--- src/rtl/imdu_pkg.sv ---
// Shared types and constants for the integer matrix determinant unit.
// No dependencies.
`timescale 1ns / 1ps

package imdu_pkg;

    localparam int DATA_W          = 32;
    localparam int CNT_W           = 4;
    localparam int CFG_W           = 3;
    localparam int ADDR_W          = 3;
    localparam int DEFAULT_MAX_DIM = 4;

    localparam logic CFG_IDX_ROW = 1'b0;
    localparam logic CFG_IDX_COL = 1'b1;

    typedef struct packed {
        logic [CNT_W-1:0] dim;
        logic             no_value;
    } job_meta_t;

    typedef enum logic [2:0] {
        B_IDLE,
        B_MUL,
        B_ACC,
        B_COPY
    } back_state_t;

endpackage

--- src/rtl/imdu_front.sv ---
// Front end: config registers, entry loader and job builder.
// Depends on imdu_pkg.
`timescale 1ns / 1ps

module imdu_front #(
    parameter int MAX_DIM = imdu_pkg::DEFAULT_MAX_DIM,
    parameter int IDX_W   = (MAX_DIM * MAX_DIM > 1) ? $clog2(MAX_DIM * MAX_DIM) : 1
) (
    input  logic                                  clk,
    input  logic                                  rst_n,
    input  logic                                  psel,
    input  logic                                  penable,
    input  logic                                  pwrite,
    input  logic [imdu_pkg::ADDR_W-1:0]           paddr,
    input  logic [31:0]                           pwdata,
    output logic [31:0]                           prdata,
    input  logic                                  in_valid,
    output logic                                  in_ready,
    input  logic [imdu_pkg::DATA_W-1:0]           in_data,
    output logic                                  push,
    output logic [MAX_DIM*MAX_DIM*imdu_pkg::DATA_W-1:0] push_mat,
    output imdu_pkg::job_meta_t                   push_meta,
    input  logic                                  q_full
);

    localparam int N2 = MAX_DIM * MAX_DIM;
    localparam int CW = imdu_pkg::CNT_W;

    logic [imdu_pkg::CFG_W-1:0]  row_cfg_reg, col_cfg_reg;
    logic [CW-1:0]               row_reg, col_reg;
    logic [imdu_pkg::DATA_W-1:0] ld_reg [N2];
    logic [CW-1:0]               rows, cols;
    logic                        cfg_wr, accept, last;
    logic [IDX_W-1:0]            wr_idx;

    function automatic logic [CW-1:0] clamp_dim(input logic [imdu_pkg::CFG_W-1:0] v);
        logic [CW-1:0] r;
        r = CW'(v);
        if (v == '0)
            r = CW'(1);
        else if (r > CW'(MAX_DIM))
            r = CW'(MAX_DIM);
        return r;
    endfunction

    assign cfg_wr   = psel && penable && pwrite;
    assign rows     = clamp_dim(row_cfg_reg);
    assign cols     = clamp_dim(col_cfg_reg);
    assign in_ready = !q_full;
    assign accept   = in_valid && in_ready;
    assign last     = (row_reg == rows - CW'(1)) && (col_reg == cols - CW'(1));
    assign wr_idx   = IDX_W'(int'(row_reg) * MAX_DIM + int'(col_reg));
    assign push     = accept && last;

    assign push_meta.dim      = rows;
    assign push_meta.no_value = (rows != cols);

    always_comb
    begin
        for (int e = 0; e < N2; e++)
        begin
            push_mat[e*imdu_pkg::DATA_W +: imdu_pkg::DATA_W] =
                (IDX_W'(e) == wr_idx) ? in_data : ld_reg[e];
        end
    end

    always_comb
    begin
        case (paddr[2])
            imdu_pkg::CFG_IDX_ROW: prdata = 32'(row_cfg_reg);
            imdu_pkg::CFG_IDX_COL: prdata = 32'(col_cfg_reg);
            default:               prdata = '0;
        endcase
    end

    always_ff @(posedge clk or negedge rst_n)
    begin
        if (!rst_n)
        begin
            row_cfg_reg <= imdu_pkg::CFG_W'(4);
            col_cfg_reg <= imdu_pkg::CFG_W'(4);
            row_reg     <= '0;
            col_reg     <= '0;
        end
        else if (cfg_wr)
        begin
            if (paddr[2] == imdu_pkg::CFG_IDX_ROW)
                row_cfg_reg <= pwdata[imdu_pkg::CFG_W-1:0];
            else
                col_cfg_reg <= pwdata[imdu_pkg::CFG_W-1:0];
            row_reg <= '0;
            col_reg <= '0;
        end
        else if (accept)
        begin
            if (col_reg == cols - CW'(1))
            begin
                col_reg <= '0;
                row_reg <= last ? '0 : row_reg + CW'(1);
            end
            else
            begin
                col_reg <= col_reg + CW'(1);
            end
        end
    end

    always_ff @(posedge clk)
    begin
        if (accept)
            ld_reg[wr_idx] <= in_data;
    end

endmodule

--- config.mk ---
export PLATFORM = sky130hd
export DESIGN_NAME = imdu_front
export DESIGN_NICKNAME = d
export VERILOG_FILES = /design/src/rtl/imdu_pkg.sv /design/src/rtl/imdu_front.sv
export SDC_FILE = /design/constraint.sdc
export NUM_CORES = 1
export LEC_CHECK = 0
export BUFFER_PORTS_ARGS = -buffer_cell sky130_fd_sc_hd__buf_2
export CAP_MARGIN = 20
export CORE_AREA = 2 2 246 248
export CTS_BUF_LIST = sky130_fd_sc_hd__clkbuf_4 sky130_fd_sc_hd__clkbuf_8 sky130_fd_sc_hd__clkbuf_16
export DETAILED_ROUTE_END_ITERATION = 7
export DIE_AREA = 0 0 248 250
export PLACE_DENSITY_LB_ADDON = 0.1
export SLEW_MARGIN = 40
export SYNTH_ARGS = -nofsm -noshare
export SYNTH_HDL_FRONTEND = slang
export SYNTH_SLANG_ARGS = --single-unit
--- constraint.sdc ---
create_clock -name clk -period 5.26 [get_ports clk]
set_clock_uncertainty 0.05 [all_clocks]
set_input_delay 0.263 -clock clk [delete_from_list [all_inputs] [get_ports clk]]
set_output_delay 0.263 -clock clk [all_outputs]
set_load 0.01 [all_outputs]
==> metrics <==
top_reg_cell synth=edfxtp_1; P per Cell Area=~400 nW/um2; sequential-to-total area share from yosys stat=0.6707; DR vias/cell=about 5; CTS tree=yes; synthesized cell area=23450 um2; Internal Dissipation=between 0.008 and 0.009 W; final non-filler cell area=~29000 um2; n_diodes=0; GR Overflow Total=0; max FFs per register=512; Tightest Hold Check Type=in2async; Leak=about 11 nW; # DRC=0; Syn Area/Cell=around 18 um2; Final min period=between 3 and 4 ns; clock slew at reported path FFs=0.06 ns; Synth async-reset ratio=0.02662; core area=between 50000 and 60000 um2; fin crit share=0.7461; r2r setup slk=1.42 ns; Final Max Slew Viols=0; fillcell total=approximately 5200; switching share of power=0.2989; GP Congestion=between 0.7 and 0.8; number of distinct library cells after synthesis=41; initial antenna violation count=0; I/O Buffers=about 560; detailed placement HPWL=between 40000 and 50000 um; number of core rows=90; chip height=about 250 um; first-pass GRT wire length=101700 um; dominant cells by area after synthesis=edfxtp_1 66%, mux2_2 21%, mux2_4 2.5%, buf_6 2.4%, mux2_1 2.3%; initial DRC count=approximately 780; dpl cells=2551; Crit. End Element=output port; number of synthesized flops with an enable pin=around 500; area grow syn2layout=21.65%; width of the die=about 250 um; status=finished clean; maximum VDD drop=about 0.44 mV; sequential share of power=0.420; Routed Antenna Nets=0; I/O pin total=625; total number of vias=~14000; critical path launch point type=flip-flop; Synth top area share=0.6557; Max Fanout on Critical Path=33; Max-Cap Viols=0; layout cells sized above 1=0.6269; Gate Count Post-Synth=around 1300; Min Hold Slack=between 0.06 and 0.07 ns; Seq cells post-synth=between 500 and 600; RSZ-0062 raised after global routing=false; CTS root buf=clkbuf_16; largest net degree at the start of global routing=34; Sw Pwr=0.003482 W; Hold Vio Cnt, Final=0; Total Wirelength=~73000 um; Tot GR Track Use=0.2307; Clk network pwr share=0.327; Critical Path RT=a little under 5 ns; per-cell routed wire length=about 28 um; nets=~1900; worst slack at placement=around 1.4 ns; Yosys top cell by area=edfxtp_1; TritonCTS Buffers=between 50 and 60; Peak Freq=between 200 and 300 MHz; Comb pwr share=0.253; Slew @ Worst Pin=around 0.75 ns; # H-tree levels=2; Initial DRT Pass Iterations=4; vias in the first global route=around 13000; Total Neg Setup Slack=0 ns; crit path DAT=between 3 and 4 ns; Worst Setup Path Type=reg2out; Final Non-Filler Cells=around 2700; Slew headroom=0.4981; Final setup violation count=0; Clock Tree Buf Depth=3; clock sinks=about 530; clock latency on the worst-skew pair=0.60 ns; Post-DP Area=about 27000 um2; setup ws final=1.336 ns; Synthesis Warnings=0; DIE AREA=62000 um2; Initial Util=0.3936
==> cell type report <==
type,instances,area (um2),share of cell area
clock buffer,68,1544,0.05413
clock inverter,35,209.0,0.007325
inverter,6,22.52,0.0007895
multi-input combinational,655,6964,0.2441
sequential,526,15730,0.5513
tap,782,978.4,0.03430
timing repair buffer,589,3080,0.1080
==> Yosys cell counts (3+ instances only) <==
cell,instances
nand2_4,12
nor2_1,16
o21ai_0,3
inv_1,6
mux2_4,39
ha_1,7
dfrtp_1,12
and3_1,5
a21oi_1,8
buf_4,35
nand3_1,5
nand4_1,3
xor2_1,3
nor2b_1,4
clkbuf_1,37
and2_1,5
mux2_2,436
mux2_1,47
nor3_1,5
buf_6,49
edfxtp_1,512
nand2_1,9
==> path summary, 6_finish.rpt <==
check,startpoint,depth (start not counted),endpoint
max,row_reg[0]$_DFFE_PN0P_,7,push_mat[124]
min,rst_n,2,row_reg[1]$_DFFE_PN0P_
max reg2reg,row_reg[0]$_DFFE_PN0P_,7,ld_reg[0][7]$_DFFE_PP_
min reg2reg,row_reg[3]$_DFFE_PN0P_,2,row_reg[3]$_DFFE_PN0P_
max in group asynchronous,rst_n,2,row_cfg_reg[2]$_DFFE_PN1P_
min in group clk,paddr[2],3,col_cfg_reg[1]$_DFFE_PN0P_
==> logic make-up (layout without fill, tap and decap cells) <==
group | Yosys count | count (layout) | synth area share
buffers and inverters | 129 | 698 | 0.04205
other | 1 | 30 | 0.0001599
and+or+nand+nor | 72 | 72 | 0.01900
muxes | 523 | 523 | 0.2574
adders and majority gates | 7 | 7 | 0.003735
xor gates and xnor gates | 6 | 6 | 0.002562
DFF | 526 | 526 | 0.6707
AOI/OAI and AO/OA | 17 | 17 | 0.004429
==> power by group through the flow <==
stage          clock network, W  logic, W  registers (W)
2_1_floorplan                 0   0.00189        0.00496
3_3_place_gp                  0   0.00296        0.00497
3_5_place_dp                  0   0.00298        0.00498
4_1_cts                 0.00390   0.00300        0.00489
5_1_grt                 0.00406   0.00312        0.00491
6_report                0.00381   0.00295        0.00489
==> stage by stage <==
stage | power (W) | util
finish | 0.01165 | 0.4789
global route | 0.01209 | 0.4789
CTS | 0.01179 | 0.4785
detailed placement | 0.007959 | 0.4480
global placement | 0.007935 | 0.4467
floorplan | 0.006852 | -
==> cell usage in the layout, fill, tap and decap left out, types with 2 or more instances in the layout <==
cell           count
a21oi_1            8
and2_4             4
and3_4             4
buf_2            563
buf_4             16
buf_8              2
bufinv_16          2
clkbuf_16         60
clkbuf_4           9
clkinv_1          21
clkinv_2           9
conb_1            30
dfrtp_1           12
dfstp_2            2
dlygate4sd3_1      6
edfxtp_1         512
ha_1               7
inv_1              6
inv_6              2
mux2_1            47
mux2_2           436
mux2_4            39
nand2_1            9
nand2_4           12
nand3_1            5
nand4_1            3
nor2_1             4
nor2_4            12
nor2b_1            4
nor3_1             5
o21a_1             2
o21ai_0            3
xnor2_1            2
xor2_1             3
==> layer usage <==
| layer | wire (um) | vias to the layer above | global-route usage | part of all wire |
|---|---|---|---|---|
| li1 | - | 6022 | - | - |
| met1 | 30660 | 7059 | 0.2968 | 0.42 |
| met2 | 35700 | 444 | 0.3780 | 0.49 |
| met3 | 5520 | 75 | 0.07259 | 0.075 |
| met4 | 1461 | 0 | 0.05577 | 0.020 |
| met5 | 0 | - | 0 | 0 |
==> what timing repair did <==
item                                   CTS  global route
resized for setup                        0             0
hold buffers                             6             0
buffers inserted                         0             0
endpoints found under the hold margin   21             0
==> worst max-delay path: stages, from the launching register on <==
cell and delay [ns]:
dfrtp_1 0.46, ha_1 0.24, xor2_1 0.23, xnor2_2 0.18, nor2b_1 0.65, nand2_4 0.49, mux2_1 0.51, buf_2 0.16
Power figures use the tool's default switching activity.
