==> src/rtl/imdu_pkg.sv <==
// Shared types and constants for the integer matrix determinant unit.
// No dependencies.
`timescale 1ns / 1ps

package imdu_pkg;

    localparam int DATA_W          = 32;
    localparam int CNT_W           = 4;
    localparam int CFG_W           = 3;
    localparam int ADDR_W          = 3;
    localparam int DEFAULT_MAX_DIM = 4;

    localparam logic CFG_IDX_ROW = 1'b0;
    localparam logic CFG_IDX_COL = 1'b1;

    typedef struct packed {
        logic [CNT_W-1:0] dim;
        logic             no_value;
    } job_meta_t;

    typedef enum logic [2:0] {
        B_IDLE,
        B_MUL,
        B_ACC,
        B_COPY
    } back_state_t;

endpackage

==> src/rtl/imdu_back.sv <==
// Determinant engine: division-free iteration X <- mu(X)*A, one shared MAC.
// Depends on imdu_pkg.
`timescale 1ns / 1ps

module imdu_back #(
    parameter int MAX_DIM = imdu_pkg::DEFAULT_MAX_DIM,
    parameter int IDX_W   = (MAX_DIM * MAX_DIM > 1) ? $clog2(MAX_DIM * MAX_DIM) : 1
) (
    input  logic                                        clk,
    input  logic                                        rst_n,
    input  logic                                        job_valid,
    input  logic [MAX_DIM*MAX_DIM*imdu_pkg::DATA_W-1:0] job_mat,
    input  imdu_pkg::job_meta_t                         job_meta,
    output logic                                        job_pop,
    output logic                                        out_valid,
    input  logic                                        out_ready,
    output logic [imdu_pkg::DATA_W-1:0]                 out_det,
    output logic                                        out_no_value
);

    localparam int N2 = MAX_DIM * MAX_DIM;
    localparam int CW = imdu_pkg::CNT_W;
    localparam int DW = imdu_pkg::DATA_W;

    imdu_pkg::back_state_t state_reg, state_next;

    logic [DW-1:0] a_reg [N2];
    logic [DW-1:0] x_reg [N2];
    logic [DW-1:0] y_reg [N2];
    logic [CW-1:0] n_reg, step_reg, i_reg, j_reg, k_reg;
    logic [DW-1:0] acc_reg, tr_reg, p_reg;
    logic          out_valid_reg, out_nov_reg;
    logic [DW-1:0] out_det_reg;

    logic [DW-1:0] opnd, a_el, sum;
    logic          start, row_end, col_end;

    function automatic logic [IDX_W-1:0] idx(input logic [CW-1:0] r, input logic [CW-1:0] c);
        return IDX_W'(int'(r) * MAX_DIM + int'(c));
    endfunction

    assign start   = (state_reg == imdu_pkg::B_IDLE) && job_valid && !out_valid_reg;
    assign job_pop = start;
    assign opnd    = (k_reg == i_reg) ? (DW'(0) - tr_reg) : x_reg[idx(i_reg, k_reg)];
    assign a_el    = a_reg[idx(k_reg, j_reg)];
    assign sum     = acc_reg + p_reg;
    assign col_end = (k_reg == n_reg - CW'(1));
    assign row_end = (j_reg == n_reg - CW'(1));

    assign out_valid    = out_valid_reg;
    assign out_det      = out_det_reg;
    assign out_no_value = out_nov_reg;

    always_comb
    begin
        state_next = state_reg;
        case (state_reg)
            imdu_pkg::B_IDLE:
            begin
                if (start && !job_meta.no_value && job_meta.dim > CW'(1))
                    state_next = imdu_pkg::B_MUL;
            end
            imdu_pkg::B_MUL:  state_next = imdu_pkg::B_ACC;
            imdu_pkg::B_ACC:
            begin
                if (col_end && row_end && i_reg == '0)
                    state_next = imdu_pkg::B_COPY;
                else
                    state_next = imdu_pkg::B_MUL;
            end
            imdu_pkg::B_COPY:
            begin
                if (step_reg == n_reg - CW'(1))
                    state_next = imdu_pkg::B_IDLE;
                else
                    state_next = imdu_pkg::B_MUL;
            end
            default: state_next = imdu_pkg::B_IDLE;
        endcase
    end

    always_ff @(posedge clk or negedge rst_n)
    begin
        if (!rst_n)
        begin
            state_reg     <= imdu_pkg::B_IDLE;
            out_valid_reg <= 1'b0;
        end
        else
        begin
            state_reg <= state_next;
            if (out_valid_reg && out_ready)
                out_valid_reg <= 1'b0;
            else if (start && (job_meta.no_value || job_meta.dim <= CW'(1)))
                out_valid_reg <= 1'b1;
            else if (state_reg == imdu_pkg::B_COPY && step_reg == n_reg - CW'(1))
                out_valid_reg <= 1'b1;
        end
    end

    always_ff @(posedge clk)
    begin
        case (state_reg)
            imdu_pkg::B_IDLE:
            begin
                if (start)
                begin
                    for (int e = 0; e < N2; e++)
                    begin
                        a_reg[e] <= job_mat[e*DW +: DW];
                        x_reg[e] <= job_mat[e*DW +: DW];
                    end
                    n_reg       <= job_meta.dim;
                    step_reg    <= CW'(1);
                    i_reg       <= job_meta.dim - CW'(1);
                    k_reg       <= job_meta.dim - CW'(1);
                    j_reg       <= '0;
                    acc_reg     <= '0;
                    tr_reg      <= '0;
                    out_nov_reg <= job_meta.no_value;
                    out_det_reg <= job_meta.no_value ? '0 : job_mat[DW-1:0];
                end
            end
            imdu_pkg::B_MUL:
            begin
                p_reg <= opnd * a_el;
            end
            imdu_pkg::B_ACC:
            begin
                if (col_end)
                begin
                    y_reg[idx(i_reg, j_reg)] <= sum;
                    acc_reg <= '0;
                    if (row_end)
                    begin
                        tr_reg <= tr_reg + x_reg[idx(i_reg, i_reg)];
                        j_reg  <= '0;
                        if (i_reg != '0)
                        begin
                            i_reg <= i_reg - CW'(1);
                            k_reg <= i_reg - CW'(1);
                        end
                    end
                    else
                    begin
                        j_reg <= j_reg + CW'(1);
                        k_reg <= i_reg;
                    end
                end
                else
                begin
                    k_reg   <= k_reg + CW'(1);
                    acc_reg <= sum;
                end
            end
            imdu_pkg::B_COPY:
            begin
                for (int e = 0; e < N2; e++)
                    x_reg[e] <= y_reg[e];
                tr_reg   <= '0;
                step_reg <= step_reg + CW'(1);
                i_reg    <= n_reg - CW'(1);
                k_reg    <= n_reg - CW'(1);
                j_reg    <= '0;
                out_det_reg <= n_reg[0] ? y_reg[0] : (DW'(0) - y_reg[0]);
            end
            default:
            begin
                p_reg <= p_reg;
            end
        endcase
    end

endmodule

==> config.mk <==
export PLATFORM = sky130hd
export DESIGN_NAME = imdu_back
export DESIGN_NICKNAME = d
export VERILOG_FILES = /design/src/rtl/imdu_pkg.sv /design/src/rtl/imdu_back.sv
export SDC_FILE = /design/constraint.sdc
export NUM_CORES = 2
export LEC_CHECK = 0
export ABC_AREA = 1
export BUFFER_PORTS_ARGS = -buffer_cell sky130_fd_sc_hd__buf_2
export CORE_MARGIN = 1
export CORE_UTILIZATION = 67
export DETAILED_ROUTE_END_ITERATION = 7
export PLACE_DENSITY_LB_ADDON = 0.3
export REMOVE_ABC_BUFFERS = 1
export SETUP_SLACK_MARGIN = 0.15
export SKIP_LAST_GASP = 1
export SLEW_MARGIN = 15
export SYNTH_ARGS = -nofsm -noshare
export SYNTH_HDL_FRONTEND = slang
export SYNTH_SLANG_ARGS = --single-unit
==> constraint.sdc <==
create_clock -name clk -period 38.9 [get_ports clk]
set_clock_uncertainty 0.15 [all_clocks]
set_input_delay 3.89 -clock clk [delete_from_list [all_inputs] [get_ports clk]]
set_output_delay 3.89 -clock clk [all_outputs]
set_load 0.01 [all_outputs]
==> results_dict.tcl <==
set metrics [dict create \
    hold_class "reg2reg" \
    ys_seq_elements 1688 \
    cts_resized 0 \
    grt_start_max_net_pins 170 \
    drv_slew 0 \
    die_w_um 376 \
    clock.fmax_ghz 0.0893 \
    dp_slack_ns 28.12 \
    ys.flop_type "edfxtp_1" \
    gr-total-overflow 0 \
    max_slew_margin_pct 13.9 \
    setup_viol 0 \
    first_pass_iters 8 \
    fin_nets 11100 \
    ys_types 55 \
    synth_sequential_area_ratio_pct 54.2 \
    cts_buffer_depth 3 \
    clock_latency_ns 0.85 \
    ios 556 \
    crit_path_end_kind "register" \
    h-tree-depth 4 \
    ant_nets 0 \
    violations "design-rule violations" \
    gp_congestion 1.04 \
    async_reset_ff_share_pct 0.178 \
    synth_cells 9629 \
    post_dp_cell_area_sq_mm 0.0976 \
    cpPeakStageDelay_ns 0.72 \
    via_count 78500 \
    r2r_slack_ns 27.70 \
    first_iter_violations 13200 \
    synth_top_area_share_pct 54.1 \
    fin_ws_ns 27.70 \
    cts.sinks 1688 \
    cpMostUsedCell "nand2_1" \
    crit_path_start "i_reg[1]$_DFFE_PP_" \
    cts_made_buffers 169 \
    crit_required_ns 39.31 \
    fin_crit_sh_pct 28.8 \
    drcViolationCount 17 \
    yosys_warnings 0 \
    final.setup.tns_ns 0 \
    status "finished, violations left" \
    totalWireLength_um 337000 \
    cp-start-kind "register" \
    tightest_slew_ns 1.29 \
    rsz0062_at_grt "no" \
    cts_root_buf "clkbuf_16" \
    reg2reg_from "i_reg[1]$_DFFE_PP_" \
    avgSynthCellArea_sq_um 9.71 \
    hold_viol 0 \
    synth_commonest_cells "nand2_1 (2871), edfxtp_1 (1685), inv_1 (892)" \
    grt_usage_pct 47.8 \
    hold_buffers 0 \
    antenna_found_initial 24 \
    clkTransAtPathRegs_ns 0.06 \
    synthMostInstantiatedCell "nand2_1" \
    critical_path_class "reg2reg" \
    numPortBuffers 555 \
    grt_pass1_wl_um 486000 \
    maxCapViolations 0 \
    fin_crit_ns 11.20 \
    r2r-end "p_reg[26]$_DFFE_PP_" \
    synthesis.area_sq_mm 0.0935 \
    synth_edf_count 1685 \
    area_growth_pct 10.0 \
    synth_area_leaders "edfxtp_1 (54%), nand2_1 (12%), fa_1 (8.8%)" \
    r2r_cells 36 \
    dp_hpwl_um 226000 \
    cts_tree "yes" \
    rows 136 \
    core_area_sq_mm 0.138 \
    crit_path_end "p_reg[26]$_DFFE_PP_" \
    yosys.area.top_type "edfxtp_1" \
    crit_arrival_ns 11.60 \
    cp_max_fo 44 \
    whs_ns 0.335 \
    grt_pass1_vias 76900 \
    initial_core_util_pct 67.7 \
    post_drt_wl_per_cell_um 28.1 \
    final_area_sq_mm 0.103 \
    die_h_um 376 \
    postCtsSetupBuffers 0 \
    critPathSlowestCell "inv_4" \
    die_area_sq_mm 0.141 \
    avgViaCountPerCell 6.55 \
    drive_gt1_share_pct 9.91 \
]
worst min path at each step:
stage	startpoint	endpoint	slack, ns	depth (start not counted)
after floorplan	y_reg[1][0]$_DFFE_PP_	x_reg[1][0]$_DFFE_PP_	0.34	2
after global placement	y_reg[2][10]$_DFFE_PP_	x_reg[2][10]$_DFFE_PP_	0.34	2
after detailed placement	y_reg[3][29]$_DFFE_PP_	x_reg[3][29]$_DFFE_PP_	0.34	2
after CTS	y_reg[6][18]$_DFFE_PP_	x_reg[6][18]$_DFFE_PP_	0.33	2
after global routing	y_reg[1][18]$_DFFE_PP_	x_reg[1][18]$_DFFE_PP_	0.35	2
final	y_reg[6][18]$_DFFE_PP_	x_reg[6][18]$_DFFE_PP_	0.34	2
metal layers:
layer,vias up,share of wire [%],GRT usage (%)
li1,32800,-,-
met1,36700,32,58.1
met2,7149,44,71.7
met3,1839,16,16.1
met4,26,8.7,34.9
met5,-,0.048,0
per-stage QoR:
stage	instances	util (%)
3_5_place_dp	11700	70.8
4_1_cts	12000	74.5
3_3_place_gp	11700	70.8
6_report	12000	74.5
2_1_floorplan	9128	-
5_1_grt	12000	74.5
cells by family after synthesis:
logic type,share of synthesized area [%]
fa+ha+maj,11.5
flops,54.2
buf+inv,6.20
simple gates,19.7
compound gates,7.47
xor+xnor,0.965
cell type report:
class,instances,area [sq um]
diodes,18,45.0
clock buffers,227,4490
clock inverters,74,643
fillers,9192,35200
inverters,925,3530
multi-input cells,6515,37300
flip-flops and latches,1688,50700
well taps,1863,2330
repair buffers,683,3840
worst max-delay path, delay by kind of cell, from the launching register on:
kind            cells  cell delay, ns
fa+ha+maj           9            3.77
simple gates       11            2.29
buf+inv             8            2.19
compound gates      7            1.92
flops               1            0.47
xor+xnor            1            0.10
cells in the final DEF (no fill, tap or decap), drive strengths merged, types with 3 or more instances in the layout:
cell type / n
inv: 920
xnor2: 37
o22ai: 29
o21bai: 8
clkbuf: 227
o21ai: 604
nand3b: 8
dfrtp: 3
o221ai: 69
o211ai: 113
a21boi: 12
nand2: 2886
buf: 683
or2: 8
clkinvlp: 5
nand4: 32
nand3: 775
diode: 18
fa: 410
edfxtp: 1685
a31oi: 20
ha: 202
xor2: 66
o31ai: 12
nor4: 6
nor2: 807
bufinv: 3
clkinv: 71
nor3: 36
a21oi: 337
a21o: 6
a221oi: 4
o21a: 13
Power is not shown: default switching activity piles up to over one toggle a cycle in this logic, so the estimate is an artifact.
