==> config.mk <==
export PLATFORM = sky130hd
export DESIGN_NAME = imdu_queue
export DESIGN_NICKNAME = d
export VERILOG_FILES = /design/src/rtl/imdu_queue.sv
export SDC_FILE = /design/constraint.sdc
export NUM_CORES = 1
export LEC_CHECK = 0
export ABC_AREA = 1
export ABC_CLOCK_PERIOD_IN_PS = 1270
export BUFFER_PORTS_ARGS = -buffer_cell sky130_fd_sc_hd__buf_2
export CELL_PAD_IN_SITES_DETAIL_PLACEMENT = 0
export CELL_PAD_IN_SITES_GLOBAL_PLACEMENT = 1
export CORE_AREA = 2 2 61 63
export CTS_CLUSTER_DIAMETER = 100
export DETAILED_ROUTE_END_ITERATION = 8
export DIE_AREA = 0 0 63 65
export GPL_TIMING_DRIVEN = 0
export HOLD_SLACK_MARGIN = 0.06
export PLACE_DENSITY_LB_ADDON = 0.1
export SYNTH_ARGS = -nofsm -noshare
export SYNTH_HDL_FRONTEND = slang
export SYNTH_SLANG_ARGS = --single-unit
==> constraint.sdc <==
create_clock -name clk -period 1.27 [get_ports clk]
set_clock_uncertainty 0.2 [all_clocks]
set_input_delay 0.127 -clock clk [delete_from_list [all_inputs] [get_ports clk]]
set_output_delay 0.127 -clock clk [all_outputs]
set_load 0.05 [all_outputs]
==> src/rtl/imdu_queue.sv <==
// Two-entry job queue between loader and determinant engine.
// No dependencies; the file sets the house timescale itself.
`timescale 1ns / 1ps

module imdu_queue #(
    parameter int WIDTH = 8
) (
    input  logic             clk,
    input  logic             rst_n,
    input  logic             push,
    input  logic [WIDTH-1:0] push_data,
    output logic             full,
    input  logic             pop,
    output logic             pop_valid,
    output logic [WIDTH-1:0] pop_data
);

    logic [WIDTH-1:0] slot_reg [2];
    logic             wr_ptr_reg, rd_ptr_reg;
    logic [1:0]       count_reg;

    assign full      = (count_reg == 2'd2);
    assign pop_valid = (count_reg != 2'd0);
    assign pop_data  = slot_reg[rd_ptr_reg];

    always_ff @(posedge clk or negedge rst_n)
    begin
        if (!rst_n)
        begin
            wr_ptr_reg <= 1'b0;
            rd_ptr_reg <= 1'b0;
            count_reg  <= '0;
        end
        else
        begin
            if (push)
                wr_ptr_reg <= !wr_ptr_reg;
            if (pop)
                rd_ptr_reg <= !rd_ptr_reg;
            count_reg <= count_reg + 2'(push) - 2'(pop);
        end
    end

    always_ff @(posedge clk)
    begin
        if (push)
            slot_reg[wr_ptr_reg] <= push_data;
    end

endmodule

==> results.ini, run 1 <==
[floorplan]
io_pins=22
coreArea_um2=3500
start_util_pct=23.8
die_h_um=65
die_w_um=63
num_rows=22
die_area_um2=4100

[grt]
use_met3_pct=1.74
grt_pass1_vias=549
met1_usage_pct=9.50
grt_usage_pct=8.33
grt_max_degree=12
grt_pass1_wl_mm=2.48
gr-max-usage-layer=met2
overflow=0
grtUsageMet2_pct=14.4
antenna_found_initial=0

[yosys]
ys_ff_latch=20
syn_nets=81
yosysSeqAreaShare_pct=69.9
syn-cell-area_um2=831
ys_warn_count=0
syn_inst=67
synth_cell_types=12
synth.avg_cell_area_um2=12.4

[timing]
period_minus_slack_ns=1.61
slew_viol_final=0
hold_violations=0
min_period_over_period_pct=127
setup_viol=11
worstMarginPinSlew_ns=0.301
fmax_mhz=621
rsz0062_at_grt=yes
relSlewSlack_pct=79.9
setup_tns_ns=-2.61
layout_setup_ws_ns=-0.340

[setup_path]
cp_max_fo=8
rr_worst_depth=6
arrival_ns=1.28
crit_chain=buf_8 -> clkbuf_16 -> o21ai_4 -> buf_6
cp-start-kind=register
crit_type=register to output pin
slowest_stage=dfrtp_1
endpoint_kind=output pin
required_ns=0.94
critPathMaxStageDelay_ns=0.40

[drt]
vias=606
ant_nets=0
vias_per_cell=3.81
wl_per_cell_um=9.89
drc_errors=0
drt_first_pass_iters=3
wirelength_mm=1.57
drt-initial-drc-count=9

[place]
place.gp.congestion=0.598
dp_hpwl_mm=1.04
dp.cells=136
io_buffers=21
dpl_cell_area_um2=1060

[hold_path]
hold_path_depth=3
hold_path.class=primary input to register

[cts]
clock_tree.root_cell=clkbuf_4
cts_buffers=3
path_clk_slew_ns=0.11
worstSkewPairLatency_ns=0.29
ctsHtreeMaxLevel=1
cts_num_sinks=20
clk_path_buf_depth=2
cts_tree=yes

[pwr]
power_density_nw_per_um2=2430
power.leakage_nw=0.605
irDropWorstVdd_mv=0.888

[job]
maxCapViolCount=0

[final_layout]
mostFrequentLayoutCells=16 x edfxtp_1, 12 x dlygate4sd3_1, 11 x buf_2
fillCellCount=367
area_delta_synth_final_pct=72.9
finalNetCount=126
largest_reg_flops=16
fin_cells=159
final_common_cell=edfxtp_1
design_area_um2=1440
post-route-util_pct=41.1
diodes=0
drive_gt1_share_pct=55.0

[run_status]
status=finished, violations left
violations=negative setup slack

-- per-layer routing --
| metal | up-vias | wire [µm] |
|---|---|---|
| li1 | 303 | - |
| met1 | 289 | 655 |
| met2 | 12 | 851 |
| met3 | 2 | 47 |
| met4 | 0 | 19 |
| met5 | - | 0 |
-- path summary, 6_finish.rpt --
path / start / slack [ns] / to
setup / recovery: rd_ptr_reg$_DFFE_PN0P_ / -0.34 / pop_data[6]
hold / removal: push / 0.09 / slot_reg[0][4]$_DFFE_PP_
setup reg to reg: count_reg[0]$_DFF_PN0_ / -0.01 / count_reg[1]$_DFF_PN0_
hold reg to reg: wr_ptr_reg$_DFFE_PN0P_ / 0.46 / wr_ptr_reg$_DFFE_PN0P_
max in group asynchronous: rst_n / 0.19 / rd_ptr_reg$_DFFE_PN0P_
min in group asynchronous: rst_n / 0.51 / wr_ptr_reg$_DFFE_PN0P_
-- cells by family (layout without fill, tap and decap cells) --
family                   Yosys count  count (layout)  share of synthesized area, %
flip-flops                        20              20                          69.9
adder cells (fa/ha/maj)            2               2                          3.01
AO/OA/AOI/OAI                      8               8                          6.17
XOR/XNOR                           2               2                          2.11
AND/OR/NAND/NOR                   18              18                          8.28
buffers and inverters             17              61                          10.5
-- through the flow --
stage / hold WS (ns) / worst slack (ns) / power [W]
floorplan: -0.369 / -0.0366 / 0.00221
finish: 0.0923 / -0.340 / 0.00349
detailed placement: -0.258 / -0.162 / 0.00250
global placement: -0.257 / -0.144 / 0.00249
global route: 0.0817 / -0.402 / 0.00369
CTS: 0.0787 / -0.346 / 0.00338
-- Yosys cell counts --
master	number	area share (%)
edfxtp_1	16	58
inv_1	15	6.8
nand2_1	15	6.8
o21ai_0	5	3.0
dfrtp_1	4	12
o21ai_2	3	3.2
ha_1	2	3.0
nor2_1	2	0.90
xor2_1	2	2.1
buf_12	1	2.4
buf_6	1	1.4
nand3_1	1	0.60
-- worst max-delay path, delay by kind of cell (launching register included) --
| kind | cells | cell delay, ns |
|---|---|---|
| AOI/OAI and AO/OA | 1 | 0.12 |
| buffers and inverters | 3 | 0.48 |
| DFF | 1 | 0.40 |
-- power by group --
| group | switching, W | total, W | internal, W |
|---|---|---|---|
| sequential | 0.0000848 | 0.000976 | 0.000891 |
| combinational | 0.00125 | 0.00220 | 0.000956 |
| clock | 0.000186 | 0.000308 | 0.000122 |
-- final cells by class --
class / instances / area [µm²] / area share [%]
Tap cell: 48 / 60.1 / 4.18
Clock buffer: 4 / 26.3 / 1.83
Inverter: 15 / 62.6 / 4.36
Timing Repair Buffer: 40 / 370 / 25.8
Buffer: 2 / 35.0 / 2.44
Sequential cell: 20 / 581 / 40.4
Multi-Input combinational cell: 30 / 302 / 21.0
-- repair_timing --
item / in CTS / in global routing
gates cloned: 0 / 1
setup endpoints to repair: 28 / 20
resized for setup: 39 / 5
pin swaps: 5 / 0
hold endpoints to repair: 24 / 0
setup buffers: 5 / 1
hold buffers: 12 / 0
Power figures use the tool's default switching activity.
==> inputs of run 2 (changes only) <==
SETUP_SLACK_MARGIN = 0.2   (was not set)
==> run 2 against run 1 <==
The run still ends with negative setup slack left; highest routed layer unchanged; register-to-register slack about the same; critical endpoint is now pop_data[5]; hold slack worse by 0.067 ns; die area unchanged; maximum frequency up 2.2%; sequential share of layout area down 0.64 points; setup slack better by 0.035 ns; global-route usage up 0.79 points.
==> results.ini, run 2 (synthesis results as in run 1) <==
[drt]
drc_errors=0  ; unchanged
drt_first_pass_iters=2  ; was 3
vias=595  ; was 606
ant_nets=0  ; unchanged
vias_per_cell=3.72  ; was 3.81
drt-initial-drc-count=4  ; was 9
wl_per_cell_um=10.1  ; was 9.89 µm
wirelength_mm=1.62  ; was 1.57 mm

[pwr]
switchingPower_w=0.00154  ; was 0.00152 W
irDropWorstVdd_mv=0.858  ; was 0.888 mV
swShare_pct=43.5  ; about the same
power.leakage_nw=0.618  ; was 0.605 nW
power_density_nw_per_um2=2420  ; was 2430 nW/µm²
p_int_w=0.00200  ; was 0.00197 W
p_seq_share_pct=27.7  ; was 28.0%
p_clk_share_pct=8.5  ; was 8.8%
combPwrFrac_pct=63.8  ; was 63.2%

[setup_path]
timing.rr.start=count_reg[0]$_DFF_PN0_  ; unchanged
path_buf_inv=3  ; unchanged
rrSetupSlack_ns=-0.02  ; was -0.01 ns
slowest_stage=dfrtp_1  ; unchanged
cpLargestDelayFamily=buffers and inverters  ; unchanged
cp_max_fo=5  ; was 8
timing.rr.end=count_reg[1]$_DFF_PN0_  ; unchanged
rr_worst_depth=7  ; was 6
crit_type=register to output pin  ; unchanged
cp-start-kind=register  ; unchanged
critPathMaxStageDelay_ns=0.39  ; was 0.40 ns
endpoint_kind=output pin  ; unchanged
cpMostUsedCell=buf_6
crit_chain=buf_6 -> buf_12 -> o21ai_4 -> buf_6  ; was buf_8 -> clkbuf_16 -> o21ai_4 -> buf_6
arrival_ns=1.25  ; was 1.28 ns
required_ns=0.94  ; about the same

[hold_path]
hold_path.class=primary input to register  ; unchanged
holdPathEnd=slot_reg[1][1]$_DFFE_PP_  ; was slot_reg[0][4]$_DFFE_PP_
worstHoldStart=push  ; unchanged
hold_path_depth=3  ; unchanged

[grt]
grt_usage_pct=9.12  ; was 8.33%
grt_pass1_wl_mm=2.80  ; was 2.48 mm
grt_max_degree=12  ; unchanged
grt_pass1_vias=652  ; was 549
antenna_found_initial=0  ; unchanged
overflow=0  ; unchanged

[place]
place.gp.congestion=0.641  ; was 0.598
io_buffers=21  ; unchanged
dp_hpwl_mm=1.01  ; was 1.04 mm
place_ws_ns=-0.111  ; was -0.162 ns

[cts]
clock_tree.root_cell=clkbuf_4  ; unchanged
path_clk_slew_ns=0.11  ; about the same
cts_num_sinks=20  ; unchanged
clk_path_buf_depth=2  ; unchanged
worstSkewPairLatency_ns=0.29  ; about the same
ctsHtreeMaxLevel=1  ; unchanged
cts_tree=yes  ; unchanged
cts_buffers=3  ; unchanged
hold_buffers=12  ; unchanged

[final_layout]
largest_reg_flops=16  ; unchanged
finalNetCount=127  ; was 126
area_delta_synth_final_pct=76.1  ; was 72.9%
drive_gt1_share_pct=57.1  ; was 55.0%
post-route-util_pct=41.8  ; was 41.1%
final_common_cell=edfxtp_1  ; unchanged
diodes=0  ; unchanged
mostFrequentLayoutCells=16 x edfxtp_1, 15 x buf_6, 12 x dlygate4sd3_1  ; was 16 x edfxtp_1, 12 x dlygate4sd3_1, 11 x buf_2

[floorplan]
die_h_um=65  ; unchanged
die_area_um2=4100  ; unchanged
io_pins=22  ; unchanged
die_w_um=63  ; unchanged
num_rows=22  ; unchanged
start_util_pct=23.8  ; unchanged
coreArea_um2=3500  ; unchanged

[timing]
layout_setup_ws_ns=-0.304  ; was -0.340 ns
setup_tns_ns=-2.47  ; was -2.61 ns
fmax_mhz=635  ; was 621 MHz
setup_viol=11  ; unchanged
min_period_over_period_pct=124  ; was 127%
hold_violations=0  ; unchanged
relSlewSlack_pct=88.3  ; was 79.9%
rsz0062_at_grt=yes  ; unchanged
period_minus_slack_ns=1.57  ; was 1.61 ns
slew_viol_final=0  ; unchanged
worstMarginPinSlew_ns=0.176  ; was 0.301 ns

[run_status]
violations=negative setup slack  ; unchanged
status=finished, violations left  ; unchanged

[job]
maxCapViolCount=0  ; unchanged

-- run 2: layout make-up --
| class | count | area (µm²) |
|---|---|---|
| fill | 363 | 2030 |
| sequential | 20 | 582 |
| timing repair buffer | 41 | 398 |
| multi-input combinational | 30 | 304 |
| inverter | 15 | 61.3 |
| tap | 48 | 60.1 |
| buffer | 2 | 31.3 |
| clock buffer | 3 | 22.5 |
| clock inverter | 1 | 3.75 |
-- run 2: per-stage QoR --
stage | instances | total power, W | hold WS [ns] | area (µm²)
after floorplan | 67 | 0.00213 | -0.369 | 875
after global placement | 136 | 0.00242 | -0.256 | 1040
after detailed placement | 136 | 0.00243 | -0.256 | 1040
after CTS | 159 | 0.00351 | 0.0464 | 1430
after global routing | 160 | 0.00376 | 0.0105 | 1460
final | 160 | 0.00354 | 0.0250 | 1460
-- run 2: worst min-delay path: stages --
cell and delay [ns]:
buf_2 0.10, nand2_2 0.07, clkinv_4 0.09
-- run 2: how the worst max path moves through the flow --
stage                                      start           to  slack (ns)  depth (start not counted)
final                     rd_ptr_reg$_DFFE_PN0P_  pop_data[5]       -0.30                          4
after global routing      rd_ptr_reg$_DFFE_PN0P_  pop_data[5]       -0.38                          4
after detailed placement  rd_ptr_reg$_DFFE_PN0P_  pop_data[5]       -0.11                          5
after floorplan           rd_ptr_reg$_DFFE_PN0P_  pop_data[0]       -0.02                          2
after CTS                 rd_ptr_reg$_DFFE_PN0P_  pop_data[1]       -0.33                          4
after global placement    rd_ptr_reg$_DFFE_PN0P_  pop_data[6]       -0.11                          5
-- run 2: repair_timing --
| action | 4_1_cts | 5_1_grt |
|---|---|---|
| buffers inserted | 6 | 1 |
| gates resized for setup | 47 | 8 |
| hold endpoints to repair | 23 | 8 |
| endpoints found under the setup margin | 28 | 30 |
| cloned | 1 | 0 |
| pin swaps | 11 | 4 |
-- run 2: power groups by stage --
stage	Sequential [W]	Combinational [W]	Clock, W
detailed placement	0.000972	0.00146	0
floorplan	0.000961	0.00117	0
finish	0.000978	0.00226	0.000301
global placement	0.000970	0.00145	0
global route	0.000997	0.00241	0.000361
CTS	0.000972	0.00221	0.000325
-- run 2: per-layer routing --
| layer | vias to the layer above | share of wire [%] | GRT usage (%) | wire, µm |
|---|---|---|---|---|
| li1 | 302 | - | - | - |
| met1 | 281 | 43 | 10.6 | 691 |
| met2 | 10 | 53 | 16.0 | 866 |
| met3 | 2 | 2.8 | 1.56 | 46 |
| met4 | 0 | 0.93 | 5.00 | 15 |
| met5 | - | 0 | 0 | 0 |
==> inputs of run 3 (changes only) <==
BUFFER_PORTS_ARGS = -buffer_cell sky130_fd_sc_hd__buf_4   (was -buffer_cell sky130_fd_sc_hd__buf_2)
==> run 3 against run 2 <==
The run ends with negative hold slack, negative setup slack left; utilization fell by 2.0 points; non-clock buffer count fell by 2; clock power rose by 1%; sequential cell count did not move; power fell by 7.3%; final area fell by 4.7%; combinational power fell by 11%; critical endpoint is now pop_data[4]; largest cell class unchanged.
==> results.ini, run 3 (synthesis results as in run 1) <==
[cts]
hold_buffers=12  ; unchanged
cts_num_sinks=20  ; unchanged
ctsHtreeMaxLevel=1  ; unchanged
clk_path_buf_depth=2  ; unchanged
clock_tree.root_cell=clkbuf_4  ; unchanged
path_clk_slew_ns=0.11  ; about the same
cts_buffers=3  ; unchanged
worstSkewPairLatency_ns=0.29  ; about the same
cts_tree=yes  ; unchanged

[grt]
grt_pass1_vias=609  ; was 652
antenna_found_initial=0  ; unchanged
grt_max_degree=12  ; unchanged
grt_pass1_wl_mm=2.66  ; was 2.80 mm
overflow=0  ; unchanged
grt_usage_pct=8.69  ; was 9.12%

[final_layout]
mostFrequentLayoutCells=16 x edfxtp_1, 15 x buf_4, 12 x dlygate4sd3_1  ; was 16 x edfxtp_1, 15 x buf_6, 12 x dlygate4sd3_1
finalNetCount=125  ; was 127
drive_gt1_share_pct=50.0  ; was 57.1%
fin_cells=158  ; was 160
largest_reg_flops=16  ; unchanged
post-route-util_pct=39.9  ; was 41.8%
diodes=0  ; unchanged
design_area_um2=1390  ; was 1460 µm²
final_common_cell=edfxtp_1  ; unchanged
area_delta_synth_final_pct=67.8  ; was 76.1%

[setup_path]
rrSetupSlack_ns=-0.02  ; about the same
timing.rr.start=count_reg[0]$_DFF_PN0_  ; unchanged
cp-start-kind=register  ; unchanged
timing.rr.end=count_reg[1]$_DFF_PN0_  ; unchanged
required_ns=0.94  ; about the same
rr_worst_depth=7  ; unchanged
endpoint_kind=output pin  ; unchanged
cp_max_fo=6  ; was 5
crit_type=register to output pin  ; unchanged
arrival_ns=1.26  ; was 1.25 ns

[place]
dp_hpwl_um=990  ; was 1.01 mm
place.gp.congestion=0.620  ; was 0.641
io_buffers=21  ; unchanged
place_ws_ns=-0.0824  ; was -0.111 ns
dpl_cell_area_um2=1090  ; was 1040 µm²
dp.cells=136  ; unchanged

[floorplan]
die_w_um=63  ; unchanged
die_area_um2=4100  ; unchanged
start_util_pct=23.8  ; unchanged
coreArea_um2=3500  ; unchanged
num_rows=22  ; unchanged
io_pins=22  ; unchanged
die_h_um=65  ; unchanged

[drt]
ant_nets=0  ; unchanged
wl_per_cell_um=9.87  ; was 10.1 µm
wirelength_mm=1.56  ; was 1.62 mm
vias_per_cell=3.73  ; was 3.72
drc_errors=0  ; unchanged
drt_first_pass_iters=4  ; was 2
vias=590  ; was 595
drt-initial-drc-count=9  ; was 4

[timing]
period_minus_slack_ns=1.59  ; was 1.57 ns
fmax_mhz=629  ; was 635 MHz
worstMarginPinSlew_ns=0.170  ; was 0.176 ns
min_period_over_period_pct=125  ; was 124%
setup_viol=11  ; unchanged
relSlewSlack_pct=88.6  ; was 88.3%
whs_ns=-0.00341  ; was 0.0250 ns
layout_setup_ws_ns=-0.319  ; was -0.304 ns
slew_viol_final=0  ; unchanged
hold_violations=6  ; was 0
rsz0062_at_grt=yes  ; unchanged

[hold_path]
holdPathEnd=slot_reg[1][1]$_DFFE_PP_  ; unchanged
hold_path.class=primary input to register  ; unchanged
worstHoldStart=push  ; unchanged
hold_path_depth=3  ; unchanged

[pwr]
irDropWorstVdd_mv=1.01  ; was 0.858 mV
power.leakage_nw=0.595  ; was 0.618 nW
power_density_nw_per_um2=2350  ; was 2420 nW/µm²

[job]
maxCapViolCount=0  ; unchanged

[run_status]
status=finished, violations left  ; unchanged
violations=negative hold slack, negative setup slack  ; was negative setup slack

==> run 3: worst max path at each step <==
stage / from / to / cells after the start
after floorplan: rd_ptr_reg$_DFFE_PN0P_ / pop_data[0] / 2
after detailed placement: count_reg[0]$_DFF_PN0_ / count_reg[1]$_DFF_PN0_ / 7
after CTS: rd_ptr_reg$_DFFE_PN0P_ / pop_data[1] / 5
after global placement: count_reg[0]$_DFF_PN0_ / count_reg[1]$_DFF_PN0_ / 6
final: rd_ptr_reg$_DFFE_PN0P_ / pop_data[4] / 4
after global routing: rd_ptr_reg$_DFFE_PN0P_ / pop_data[7] / 5
==> run 3: layout make-up <==
cell class,instances,area [µm²]
plain buffers,2,31.3
clock buffers,3,22.5
clock inverters,1,3.75
fillers,346,2100
inverters,15,61.3
multi-input cells,30,249
flip-flops and latches,20,581
well taps,48,60.1
repair buffers,39,385
==> run 3: metal layers <==
layer	wire (µm)	vias to the layer above	part of all wire [%]	GRT usage, %
met5	0	-	0	0
met4	13	0	0.83	4.17
met3	53	2	3.4	1.74
met2	857	10	55	15.2
met1	635	276	41	10.2
li1	-	302	-	-
==> run 3: what timing repair did <==
action	4_1_cts	5_1_grt
pin swaps	3	5
resized for setup	22	4
hold endpoints to repair	24	8
cloned	0	0
setup buffers	3	3
setup endpoints to repair	28	28
==> run 3: per-stage QoR <==
step                      setup TNS (ns)  power, W
after CTS                          -2.90   0.00319
after detailed placement          -0.330   0.00255
after floorplan                   -0.130   0.00213
final                              -2.52   0.00328
after global placement            -0.265   0.00253
after global routing               -3.34   0.00349
==> run 3: critical path: stages, from the launching register on <==
cell     delay [ns]
dfrtp_1        0.39
buf_6          0.14
buf_4          0.13
o21ai_2        0.14
buf_6          0.17
==> run 3: report_power, final <==
part           switching [W]  internal, W
logic                0.00117     0.000845
registers          0.0000726     0.000889
clock network       0.000191     0.000114
total                0.00143      0.00185
